[src/hw/rtl/sbsh_pkg.sv]
// sbsh_pkg: shared types, constants and hash step functions for the
// selectable byte stream hash; no dependencies
`timescale 1ns / 1ps
`default_nettype none

package sbsh_pkg;

    localparam int unsigned MAX_BUCKET_BITS = 24;

    localparam int unsigned HASH_W   = 32;
    localparam int unsigned SUM_W    = 16;
    localparam int unsigned INDEX_W  = 24;
    localparam int unsigned BITS_W   = 5;
    localparam int unsigned ALG_W    = 2;
    localparam int unsigned CFG_IDX_W  = 1;
    localparam int unsigned CFG_DATA_W = 5;

    localparam logic [HASH_W-1:0] CRC_POLY  = 32'hEDB8_8320;
    localparam logic [SUM_W:0]    ADLER_MOD = 17'd65521;
    localparam logic [HASH_W-1:0] ALL_ONES  = 32'hFFFF_FFFF;

    localparam logic [BITS_W-1:0] BUCKET_BITS_RESET = 5'd10;
    localparam logic [BITS_W:0]   BUCKET_BITS_MAX   = (BITS_W+1)'(MAX_BUCKET_BITS);

    typedef enum logic [ALG_W-1:0] {
        ALG_OAAT     = 2'd0,
        ALG_CRC32    = 2'd1,
        ALG_ADLER32  = 2'd2,
        ALG_OAAT_ALT = 2'd3
    } alg_t;

    typedef enum logic [CFG_IDX_W-1:0] {
        CFG_ALGORITHM_SELECT = 1'b0,
        CFG_BUCKET_BITS      = 1'b1
    } cfg_idx_t;

    // one entry of the reflected crc-32 byte table
    function automatic logic [HASH_W-1:0] crc_table_entry(input logic [7:0] idx);
        logic [HASH_W-1:0] c;
        c = {24'd0, idx};
        for (int j = 0; j < 8; j++) begin
            c = c[0] ? ((c >> 1) ^ CRC_POLY) : (c >> 1);
        end
        return c;
    endfunction

    function automatic logic [HASH_W-1:0] oaat_absorb(input logic [HASH_W-1:0] h_in,
                                                      input logic [7:0] b);
        logic [HASH_W-1:0] h;
        h = h_in + {24'd0, b};
        h = h + (h << 10);
        h = h ^ (h >> 6);
        return h;
    endfunction

    function automatic logic [HASH_W-1:0] oaat_finish(input logic [HASH_W-1:0] h_in);
        logic [HASH_W-1:0] h;
        h = h_in + (h_in << 3);
        h = h ^ (h >> 11);
        h = h + (h << 15);
        return h;
    endfunction

    function automatic logic [HASH_W-1:0] bucket_mask(input logic [BITS_W-1:0] bits_in);
        logic [BITS_W:0] bits;
        bits = ({1'b0, bits_in} > BUCKET_BITS_MAX) ? BUCKET_BITS_MAX : {1'b0, bits_in};
        if (bits >= (BITS_W+1)'(HASH_W)) begin
            return ALL_ONES;
        end
        return (32'd1 << bits) - 32'd1;
    endfunction

endpackage

`default_nettype wire

[src/hw/rtl/selectable_byte_stream_hash.sv]
// selectable_byte_stream_hash: byte-serial key hash, one-at-a-time, crc-32 or adler-32
// depends on sbsh_pkg
//
//   channel   direction   handshake            payload
//   in        input       in_valid / in_stall  key_byte, first_byte, last_byte
//   out       output      out_valid / out_stall hash_value, bucket_index
//   cfg       input       cfg_we               cfg_index, cfg_data
//
// one byte per clock while in_stall is low; after its last byte is taken a result
// passes the input register, then the finish register, then the result register
// the running state is updated in the absorb stage, so each byte sees the previous one
// reset clears the state to start values and selects one-at-a-time, bucket_bits 10
// out_stall holds the result register; the finish register can still take one result
// and non-last bytes keep being absorbed, and in_stall rises only when a last byte has no free slot ahead of it
`timescale 1ns / 1ps
`default_nettype none

module selectable_byte_stream_hash (
    input  wire logic                                clk,
    input  wire logic                                rst_n,
    input  wire logic                                cfg_we,
    input  wire logic [sbsh_pkg::CFG_IDX_W-1:0]      cfg_index,
    input  wire logic [sbsh_pkg::CFG_DATA_W-1:0]     cfg_data,
    input  wire logic                                in_valid,
    output logic                                     in_stall,
    input  wire logic [7:0]                          key_byte,
    input  wire logic                                first_byte,
    input  wire logic                                last_byte,
    output logic                                     out_valid,
    input  wire logic                                out_stall,
    output logic [sbsh_pkg::HASH_W-1:0]              hash_value,
    output logic [sbsh_pkg::INDEX_W-1:0]             bucket_index
);
    import sbsh_pkg::*;

    // configuration
    alg_t              alg_reg,  alg_next;
    logic [BITS_W-1:0] bbits_reg, bbits_next;

    // input register
    logic              in_valid_reg, in_valid_next;
    logic [7:0]        in_byte_reg;
    logic              in_first_reg;
    logic              in_last_reg;

    // running state
    logic [HASH_W-1:0] running_hash_reg, running_hash_next;
    logic [SUM_W-1:0]  sum_low_reg, sum_low_next;
    logic [SUM_W-1:0]  sum_high_reg, sum_high_next;

    // finish stage register
    logic              mid_valid_reg, mid_valid_next;
    logic [HASH_W-1:0] mid_hash_reg;
    alg_t              mid_alg_reg;

    // result register
    logic              out_valid_reg, out_valid_next;
    logic [HASH_W-1:0] out_hash_reg;
    logic [INDEX_W-1:0] out_index_reg;

    logic              accept;
    logic              proc;
    logic              proc_last;
    logic              mid_move;
    logic              mid_free;

    logic [HASH_W-1:0] cur_hash;
    logic [SUM_W-1:0]  cur_low;
    logic [SUM_W-1:0]  cur_high;
    logic [HASH_W-1:0] crc_h;
    logic [HASH_W-1:0] new_hash;
    logic [SUM_W:0]    adler_a;
    logic [SUM_W:0]    adler_s;
    logic [SUM_W-1:0]  new_low;
    logic [SUM_W-1:0]  new_high;
    logic [HASH_W-1:0] absorbed;
    logic [HASH_W-1:0] fin_hash;

    // handshake
    assign mid_move  = !out_valid_reg || !out_stall;
    assign mid_free  = !mid_valid_reg || mid_move;
    assign proc      = in_valid_reg && (!in_last_reg || mid_free);
    assign proc_last = proc && in_last_reg;
    assign in_stall  = in_valid_reg && !proc;
    assign accept    = in_valid && !in_stall;

    assign out_valid    = out_valid_reg;
    assign hash_value   = out_hash_reg;
    assign bucket_index = out_index_reg;

    // absorb stage
    always_comb
    begin
        cur_hash = in_first_reg ? '0 : running_hash_reg;
        cur_low  = in_first_reg ? SUM_W'(1) : sum_low_reg;
        cur_high = in_first_reg ? '0 : sum_high_reg;

        crc_h = ~cur_hash;
        crc_h = (crc_h >> 8) ^ crc_table_entry(crc_h[7:0] ^ in_byte_reg);

        adler_a = {1'b0, cur_low} + {9'd0, in_byte_reg};
        if (adler_a >= ADLER_MOD)
        begin
            adler_a = adler_a - ADLER_MOD;
        end
        adler_s = {1'b0, cur_high} + adler_a;
        if (adler_s >= ADLER_MOD)
        begin
            adler_s = adler_s - ADLER_MOD;
        end

        new_hash = cur_hash;
        new_low  = cur_low;
        new_high = cur_high;
        unique case (alg_reg)
            ALG_CRC32:
            begin
                new_hash = ~crc_h;
            end
            ALG_ADLER32:
            begin
                new_low  = adler_a[SUM_W-1:0];
                new_high = adler_s[SUM_W-1:0];
            end
            ALG_OAAT, ALG_OAAT_ALT:
            begin
                new_hash = oaat_absorb(cur_hash, in_byte_reg);
            end
        endcase

        absorbed = (alg_reg == ALG_ADLER32) ? {new_high, new_low} : new_hash;
    end

    // finish stage
    always_comb
    begin
        fin_hash = mid_hash_reg;
        if (mid_alg_reg == ALG_OAAT || mid_alg_reg == ALG_OAAT_ALT)
        begin
            fin_hash = oaat_finish(mid_hash_reg);
        end
    end

    // next state
    always_comb
    begin
        alg_next   = alg_reg;
        bbits_next = bbits_reg;
        if (cfg_we)
        begin
            unique case (cfg_index)
                CFG_ALGORITHM_SELECT: alg_next   = alg_t'(cfg_data[ALG_W-1:0]);
                CFG_BUCKET_BITS:      bbits_next = cfg_data[BITS_W-1:0];
            endcase
        end

        in_valid_next = in_valid_reg;
        if (accept)
        begin
            in_valid_next = 1'b1;
        end
        else if (proc)
        begin
            in_valid_next = 1'b0;
        end

        running_hash_next = running_hash_reg;
        sum_low_next      = sum_low_reg;
        sum_high_next     = sum_high_reg;
        if (proc_last)
        begin
            running_hash_next = '0;
            sum_low_next      = SUM_W'(1);
            sum_high_next     = '0;
        end
        else if (proc)
        begin
            running_hash_next = new_hash;
            sum_low_next      = new_low;
            sum_high_next     = new_high;
        end

        mid_valid_next = mid_valid_reg;
        if (proc_last)
        begin
            mid_valid_next = 1'b1;
        end
        else if (mid_move)
        begin
            mid_valid_next = 1'b0;
        end

        out_valid_next = out_valid_reg;
        if (mid_valid_reg && mid_move)
        begin
            out_valid_next = 1'b1;
        end
        else if (!out_stall)
        begin
            out_valid_next = 1'b0;
        end
    end

    always_ff @(posedge clk or negedge rst_n)
    begin
        if (!rst_n)
        begin
            alg_reg          <= ALG_OAAT;
            bbits_reg        <= BUCKET_BITS_RESET;
            in_valid_reg     <= 1'b0;
            running_hash_reg <= '0;
            sum_low_reg      <= SUM_W'(1);
            sum_high_reg     <= '0;
            mid_valid_reg    <= 1'b0;
            out_valid_reg    <= 1'b0;
        end
        else
        begin
            alg_reg          <= alg_next;
            bbits_reg        <= bbits_next;
            in_valid_reg     <= in_valid_next;
            running_hash_reg <= running_hash_next;
            sum_low_reg      <= sum_low_next;
            sum_high_reg     <= sum_high_next;
            mid_valid_reg    <= mid_valid_next;
            out_valid_reg    <= out_valid_next;
        end
    end

    // payload registers
    always_ff @(posedge clk)
    begin
        if (accept)
        begin
            in_byte_reg  <= key_byte;
            in_first_reg <= first_byte;
            in_last_reg  <= last_byte;
        end
        if (proc_last)
        begin
            mid_hash_reg <= absorbed;
            mid_alg_reg  <= alg_reg;
        end
        if (mid_valid_reg && mid_move)
        begin
            out_hash_reg  <= fin_hash;
            out_index_reg <= INDEX_W'(fin_hash & bucket_mask(bbits_reg));
        end
    end

`ifndef NO_ASSERTIONS
    a_adler_low_range: assert property (@(posedge clk) disable iff (!rst_n)
        sum_low_reg < ADLER_MOD[SUM_W-1:0])
        else $error("adler low sum out of range");

    a_adler_high_range: assert property (@(posedge clk) disable iff (!rst_n)
        sum_high_reg < ADLER_MOD[SUM_W-1:0])
        else $error("adler high sum out of range");

    a_last_restarts: assert property (@(posedge clk) disable iff (!rst_n)
        proc_last |=> mid_valid_reg && running_hash_reg == '0
                      && sum_low_reg == SUM_W'(1) && sum_high_reg == '0)
        else $error("last byte did not queue a result and restart the state");

    a_mid_held: assert property (@(posedge clk) disable iff (!rst_n)
        mid_valid_reg && !mid_move |=> mid_valid_reg && $stable(mid_hash_reg))
        else $error("pending result lost while output stalled");

    a_stall_only_on_last: assert property (@(posedge clk) disable iff (!rst_n)
        in_stall |-> in_valid_reg && in_last_reg && mid_valid_reg && out_valid_reg)
        else $error("input stalled without a blocked last byte");
`endif

endmodule

`default_nettype wire
[config.mk]
export PLATFORM = sky130hd
export DESIGN_NAME = selectable_byte_stream_hash
export DESIGN_NICKNAME = d
export VERILOG_FILES = /design/src/hw/rtl/sbsh_pkg.sv /design/src/hw/rtl/selectable_byte_stream_hash.sv
export SDC_FILE = /design/constraint.sdc
export NUM_CORES = 1
export LEC_CHECK = 0
export BUFFER_PORTS_ARGS = -buffer_cell sky130_fd_sc_hd__buf_2
export CAP_MARGIN = 20
export CORE_MARGIN = 2
export CORE_UTILIZATION = 55
export CTS_BUF_LIST = sky130_fd_sc_hd__clkbuf_8
export CTS_CLUSTER_SIZE = 25
export DETAILED_ROUTE_END_ITERATION = 10
export PLACE_DENSITY = 0.8
export SYNTH_ARGS = -nofsm -noshare
export SYNTH_HDL_FRONTEND = slang
export SYNTH_SLANG_ARGS = --single-unit
[constraint.sdc]
create_clock -name clk -period 9.75 [get_ports clk]
set_input_delay 1.95 -clock clk [delete_from_list [all_inputs] [get_ports clk]]
set_output_delay 1.95 -clock clk [all_outputs]
set_load 0.005 [all_outputs]
==> results of run 1 <==
[through the flow]
stage               utilization  hold WS [ns]
detailed placement       0.5814        0.4682
finish                   0.5976        0.4884
floorplan                     -        0.4421
CTS                      0.5976        0.4916
global route             0.5976        0.5170
global placement         0.5808        0.4580
[cells in the final DEF (no fill, tap or decap), types with 17 or more instances in the layout]
cell,n
nand2_1,185
xnor2_1,156
o21ai_0,120
a21oi_1,106
ha_1,103
edfxtp_1,100
nor2_1,95
xor2_1,87
buf_2,77
dfrtp_1,71
inv_1,62
nor2b_1,58
a21o_1,38
nand3_1,31
and2_1,25
nor3_1,21
and3_1,18
a22o_1,18
o21a_1,17
clkbuf_8,17
[power by group through the flow]
stage / Sequential, mW / Combinational, mW / Clock (mW)
2_1_floorplan: 1.14 / 2.18 / 0
3_3_place_gp: 1.18 / 2.83 / 0
3_5_place_dp: 1.18 / 2.91 / 0
4_1_cts: 1.17 / 2.93 / 0.555
5_1_grt: 1.19 / 3.25 / 0.580
6_report: 1.17 / 2.98 / 0.547
[per-layer routing]
| layer | wire (um) | share of wire | vias to the layer above | track usage |
|---|---|---|---|---|
| met3 | 3258 | 0.079 | 103 | 0.04137 |
| li1 | - | - | 6087 | - |
| met2 | 18910 | 0.46 | 644 | 0.4783 |
| met1 | 17190 | 0.42 | 6026 | 0.3908 |
| met4 | 1931 | 0.047 | 0 | 0.1399 |
| met5 | 0 | 0 | - | 0 |
[kinds of logic (layout without fill, tap and decap cells)]
group                    count (synthesis)  after routing
AO/OA/AOI/OAI                          470            470
XOR/XNOR                               244            244
adder cells (fa/ha/maj)                110            110
buffers and inverters                  127            186
flip-flops                             174            174
multiplexers                            19             19
AND/OR/NAND/NOR                        518            518
[critical path, delay by kind of cell, from the launching register on]
kind            cells  cell delay, ns
fa+ha+maj           4            1.24
xor+xnor            2            0.41
compound gates     12            3.49
mux                 1            0.38
buf+inv             3            0.40
simple gates        6            1.90
flops               1            0.33
[final timing paths]
check | depth (start not counted) | slack, ns | to
max | 28 | 1.37 | mid_hash_reg[21]
min | 2 | 0.49 | sum_high_reg[10]
min in group asynchronous | 1 | 1.35 | sum_high_reg[13]
max reg2reg | 28 | 1.37 | mid_hash_reg[21]
min reg2reg | 2 | 0.49 | sum_high_reg[10]
max in group asynchronous | 2 | 7.37 | running_hash_reg[31]
[synthesized netlist by cell type (17+ instances only)]
cell,n
edfxtp_1,100
o21a_1,17
and3_1,18
nor3_1,21
a22o_1,18
xnor2_1,156
and2_1,25
a21o_1,38
o21ai_0,120
nor2b_1,58
inv_1,62
clkbuf_1,57
nand3_1,31
ha_1,104
xor2_1,88
nor2_1,95
dfrtp_1,71
a21oi_1,106
nand2_1,185
[layout make-up]
type	instances	area, sq um	share of cell area
inverters	63	236.5	0.01485
repair buffers	91	498.0	0.03127
clock buffers	17	234.0	0.01469
clock inverters	15	198.9	0.01249
well taps	341	426.7	0.02679
flip-flops and latches	174	4858	0.3051
multi-input cells	1361	9474	0.5949
==> results by group, run 1 <==
Run status
  – Status: finished clean

Power and ir drop
  – VDD IR max: 158.2 uV
  – Comb power frac: 0.634
  – Lkg Pwr: 6.686 nW
  – Final Power: 4.697 mW
  – Internal power: 2.459 mW
  – Switching part of the total power: 0.4765
  – P per Cell Area: 294.9 nW/um^2
  – Net Sw Power: 2.238 mW
  – Flop pwr share: 0.249
  – Clk pwr share: 0.116

Clocking
  – H-tree levels: 4
  – Post-cts repair resize count: 0
  – Clock sinks: 174
  – CTS Buf Count: 17
  – CTS tree: yes
  – Post-CTS Setup Bufs: 0
  – Worst-path clk slew: 0.11 ns
  – Post-CTS Hold Fix Bufs: 0
  – Worst skew pair latency: 0.51 ns
  – Clock tree buffer depth: 2
  – Clock Root Buffer: clkbuf_8

Placed design
  – Pre-CTS WS: 1.552 ns
  – I/O Buffers: 78
  – Placed Cells: 2,030
  – GP Congestion: 0.9984
  – Placed Area: 15,490 sq um
  – HPWL Detailed: 32,080 um

STA
  – Tcrit/Tclk final: 0.8592
  – Slew Limit Headroom: 0.2968
  – Worst slew pin tran: 1.048 ns
  – Max Slew Vio Count: 0
  – # setup viols final: 0
  – Hold Fails Final Rpt: 0
  – RSZ-0062 raised after global routing: no
  – Setup TNS: 0 ns
  – Fmax: 119.4 MHz
  – Clk_skew: 0.02988 ns
  – Fin worst setup slack: 1.373 ns
  – Final worst path period need: 8.378 ns

Global route
  – Grt total ovfl: 0
  – GRT Util Overall: 0.2948
  – First-pass GRT wire length: 65,720 um
  – Initial antenna violation count: 0
  – Pin count of the biggest net entering global routing: 60
  – Vias in the first global route: 12,317

Die
  – Die ar.: 28,220 sq um
  – Starting Density: 0.5549
  – Row Count: 60
  – Die H: 168.0 um
  – Die X-Extent: 168.0 um
  – Core area: 26,650 sq um
  – IO Pins: 79

Yosys
  – Unique masters post-synth: 87
  – Main flop type after synthesis: edfxtp_1
  – Synth Register Bits: 174
  – Simple-gate share of the synthesized area: 0.1728
  – Largest family of logic cells by synthesized area: compound AO/OA/AOI/OAI gates
  – Synth area leaders: edfxtp_1 (20%), dfrtp_1 (12%), xnor2_1 (9.2%)
  – Post-synth EDFFs: 100
  – Synth warn: 0
  – Synth Area in Compound Gates: 0.2112
  – Leading area contributor after synthesis: edfxtp_1
  – Fraction of registers with async set/reset: 0.4253
  – Register area share after synthesis: 0.3285
  – Synth Net Count: 1,793
  – Avg Inst Size Synth: 8.898 sq um
  – Adder-cell share of the synthesized area: 0.09611
  – Top cell type's share of synthesized area: 0.2030
  – Post-synthesis cell area: 14,790 sq um
  – Mux contribution to synthesized area: 0.01362
  – Post-Synth XOR/XNOR Area: 0.1445
  – Synth Instances: 1,662

Layout
  – Ant. Diodes: 0
  – Finished Layout Cells: 2,062
  – P&R area growth vs syn: 7.690%
  – Fraction of layout instances using a drive strength above 1: 0.09297
  – Final net count: 1,839
  – Post-route design area: 15,930 sq um
  – Fillers: 2,288

Drt
  – # DRC: 0
  – Routed wire length per instance: 20.02 um
  – Final wirelength: 41,290 um
  – Vias: 12,860
  – ANT nets after route: 0
  – DRT iter0 DRCs: 1,274
  – DR vias/cell: 6.237
  – Detailed Routing Iterations Pass 1: 6

Critical path
  – Worst EP required: 10.00 ns
  – CP peak stage delay: 0.72 ns
  – Critical Path Sink Type: flip-flop
  – Crit path DAT: 8.63 ns
  – Worst path slowest cell: a311oi_1
  – CP Class: reg -> reg
  – CP startpoint kind: flip-flop
  – Largest fanout on the critical path: 28
  – Worst r2r src: in_first_reg
  – CP startpoint: in_first_reg

Hold path
  – Hold WC Path Type: reg -> reg
  – Hold Crit Start: sum_high_reg[10]

Run
  – Max cap viols: 0
Power figures use the tool's default switching activity.
==> run 2, diff against run 1 <==
- ABC_AREA: unset -> 1
==> results by group, run 2 <==
STA
  – Fmax: 144.0 MHz (+21%)
  – Final worst path period need: 6.945 ns (-1.432 ns)
  – RSZ-0062 raised after global routing: no
  – # setup viols final: 0 (unchanged)
  – Worst slew pin tran: 0.9029 ns (-0.1455 ns)
  – Hold Fails Final Rpt: 0 (unchanged)
  – Tcrit/Tclk final: 0.7123 (-0.1469)
  – Slew Limit Headroom: 0.3974 (+0.1007)
  – Clk_skew: 0.02476 ns (-0.005123 ns)
  – Setup TNS: 0 ns (unchanged)
  – Max Slew Vio Count: 0 (unchanged)

Yosys
  – Synth Net Count: 2,452 (+37%)
  – Post-synth EDFFs: 100 (unchanged)
  – Synth Instances: 2,321 (+40%)
  – Synth warn: 0 (unchanged)
  – Top-count cell post-synth: nand2_1
  – Leading area contributor after synthesis: edfxtp_1
  – Post-synthesis cell area: 15,990 sq um (+8.1%)
  – Top cell type's share of synthesized area: 0.1877 (-0.01530)
  – Synth area leaders: edfxtp_1 (19%), nand2_1 (15%), dfrtp_1 (11%)
  – Register area share after synthesis: 0.3038 (-0.02475)
  – Synth Register Bits: 174 (unchanged)
  – Fraction of registers with async set/reset: 0.4253 (unchanged)
  – Post-synth top cells: nand2_1 (641), inv_1 (345), nor2_1 (197)
  – Main flop type after synthesis: edfxtp_1
  – Avg Inst Size Synth: 6.891 sq um (-23%)
  – Unique masters post-synth: 60 (-31%)

Die
  – IO Pins: 79 (unchanged)
  – Die ar.: 30,460 sq um (+8.0%)
  – Core area: 28,700 sq um (+7.7%)
  – Row Count: 62 (+3.3%)
  – Starting Density: 0.5572 (+0.002307)
  – Die X-Extent: 174.5 um (+3.9%)
  – Die H: 174.5 um (+3.9%)

Power and ir drop
  – Internal power: 2.117 mW (-14%)
  – VDD IR max: 133.8 uV (-15%)
  – Flop pwr share: 0.253 (+0.004)
  – Lkg Pwr: 8.755 nW (+31%)
  – Final Power: 4.302 mW (-8.4%)
  – Clk pwr share: 0.120 (+0.004)
  – Switching part of the total power: 0.5078 (+0.03135)
  – Comb power frac: 0.627 (-0.007)
  – Net Sw Power: 2.185 mW (-2.4%)
  – P per Cell Area: 251.8 nW/um^2 (-15%)

Drt
  – Routed wire length per instance: 17.50 um (-13%)
  – DR vias/cell: 5.595 (-10%)
  – Vias: 15,475 (+20%)
  – Final wirelength: 48,410 um (+17%)
  – DRT iter0 DRCs: 1,460 (+15%)
  – Detailed Routing Iterations Pass 1: 6 (unchanged)
  – ANT nets after route: 0 (unchanged)
  – # DRC: 0 (unchanged)

Placed design
  – HPWL Detailed: 38,440 um (+20%)
  – I/O Buffers: 78 (unchanged)
  – GP Congestion: 1.027 (+2.9%)

Clocking
  – Clock tree buffer depth: 2 (unchanged)
  – CTS Buf Count: 17 (unchanged)
  – H-tree levels: 4 (unchanged)
  – Clock Root Buffer: clkbuf_8
  – Worst skew pair latency: 0.48 ns (-0.03 ns)
  – Post-CTS Setup Bufs: 0 (unchanged)
  – Clock sinks: 174 (unchanged)
  – CTS tree: yes
  – Worst-path clk slew: 0.12 ns (about the same)
  – Post-cts repair resize count: 0 (unchanged)
  – Post-CTS Hold Fix Bufs: 0 (unchanged)

Global route
  – Initial antenna violation count: 0 (unchanged)
  – GRT Util Overall: 0.3206 (+0.02586)
  – Pin count of the biggest net entering global routing: 71 (+18%)
  – Grt total ovfl: 0 (unchanged)
  – First-pass GRT wire length: 76,880 um (+17%)
  – Vias in the first global route: 14,773 (+20%)

Run
  – Max cap viols: 0 (unchanged)

Critical path
  – CP peak stage delay: 0.53 ns (-0.19 ns)
  – Crit path DAT: 7.15 ns (-1.48 ns)
  – Worst path slowest cell: buf_4
  – Cell repeated most along the worst path: nand2_1
  – CP startpoint kind: flip-flop
  – Levels on crit path: 38 (+36%)
  – Critical Path Sink Type: flip-flop
  – Worst EP required: 9.96 ns (-0.04 ns)
  – WP buf/inv: 4 (+1)
  – FF-to-FF path depth: 38 (+36%)
  – Delay-heaviest family, CP: simple AND/OR/NAND/NOR gates
  – CP Class: reg -> reg
  – Largest fanout on the critical path: 50 (+79%)

Run status
  – Status: finished clean

Layout
  – Ant. Diodes: 0 (unchanged)
  – Most common cell after layout, fill and taps aside: nand2_1
  – Final net count: 2,500 (+36%)
  – Fillers: 2,721 (+19%)
  – Commonest non-fill, non-tap cells in the layout: nand2_1 (641), inv_1 (345), nor2_1 (196)
  – FF/Latch Area: 4858 sq um (unchanged)
  – Area of the multi-input gates: 9569 sq um (+1.0%)
  – P&R area growth vs syn: 6.829%
  – Fraction of layout instances using a drive strength above 1: 0.07809 (-0.01488)

Hold path
  – Hold WC Path Type: reg -> reg
  – Hold path depth: 2 (unchanged)
## run 2: cell types whose count changed after synthesis, moves of 22 or more
| cell | before | now |
|---|---|---|
| nand2_1 | 185 | 641 |
| inv_1 | 62 | 345 |
| xnor2_1 | 156 | 34 |
| nand3_1 | 31 | 140 |
| nor2_1 | 95 | 197 |
| nor2b_1 | 58 | 0 |
| xor2_1 | 88 | 126 |
| a21o_1 | 38 | 8 |
| and2_1 | 25 | 3 |
## run 2: cells by family after synthesis
| logic type | Yosys count | synth area share |
|---|---|---|
| simple gates | 1107 | 0.2930 |
| buf+inv | 410 | 0.09896 |
| flops | 174 | 0.3038 |
| xor+xnor | 161 | 0.08863 |
| fa+ha+maj | 110 | 0.08887 |
| compound gates | 359 | 0.1268 |
## run 2: per-stage QoR
stage / util / instances / instance area, sq um / hold WS, ns / setup slack (ns)
after floorplan: - / 2321 / 15990 / 0.4420 / 3.643
after global placement: 0.5818 / 2734 / 16700 / 0.4616 / 3.018
after detailed placement: 0.5818 / 2734 / 16700 / 0.4694 / 2.854
after CTS: 0.5953 / 2766 / 17090 / 0.4940 / 2.868
after global routing: 0.5953 / 2766 / 17090 / 0.5087 / 2.254
final: 0.5953 / 2766 / 17090 / 0.4936 / 2.805
## run 2: worst reg2reg max path, delay by kind of cell (launching register included)
| kind | cells | cell delay (ns) |
|---|---|---|
| compound gates | 5 | 0.90 |
| buf+inv | 4 | 0.77 |
| flops | 1 | 0.33 |
| xor+xnor | 2 | 0.87 |
| simple gates | 24 | 2.91 |
| fa+ha+maj | 3 | 0.91 |
## run 2: power by group through the flow
| stage | Combinational [mW] | Clock (mW) | Sequential (mW) |
|---|---|---|---|
| after floorplan | 1.91 | 0 | 1.09 |
| after global placement | 2.60 | 0 | 1.10 |
| after detailed placement | 2.64 | 0 | 1.10 |
| after CTS | 2.65 | 0.518 | 1.09 |
| after global routing | 2.99 | 0.547 | 1.10 |
| final | 2.70 | 0.516 | 1.09 |
## run 2: area by class of cell
class,instances,share of cell area
inverter,350,0.07704
clock buffer,17,0.01369
sequential,174,0.2843
tap,384,0.02812
clock inverter,15,0.008934
multi-input combinational,1737,0.5600
timing repair buffer,89,0.02783
## run 2: metal layers
layer	vias to the layer above	GRT usage	part of all wire
met5	-	0	0
met4	0	0.1410	0.046
met3	123	0.03368	0.068
met2	613	0.5437	0.46
met1	7115	0.4157	0.42
li1	7624	-	-
## run 2: final timing paths
kind                                       from                to  slack [ns]
worst max register to register     in_first_reg  mid_hash_reg[29]        2.80
worst min-delay path            sum_high_reg[1]   sum_high_reg[1]        0.49
worst min register to register  sum_high_reg[1]   sum_high_reg[1]        0.49
min in group asynchronous                 rst_n   sum_low_reg[11]        1.35
max in group asynchronous                 rst_n   sum_high_reg[0]        7.34
worst max-delay path               in_first_reg  mid_hash_reg[29]        2.80
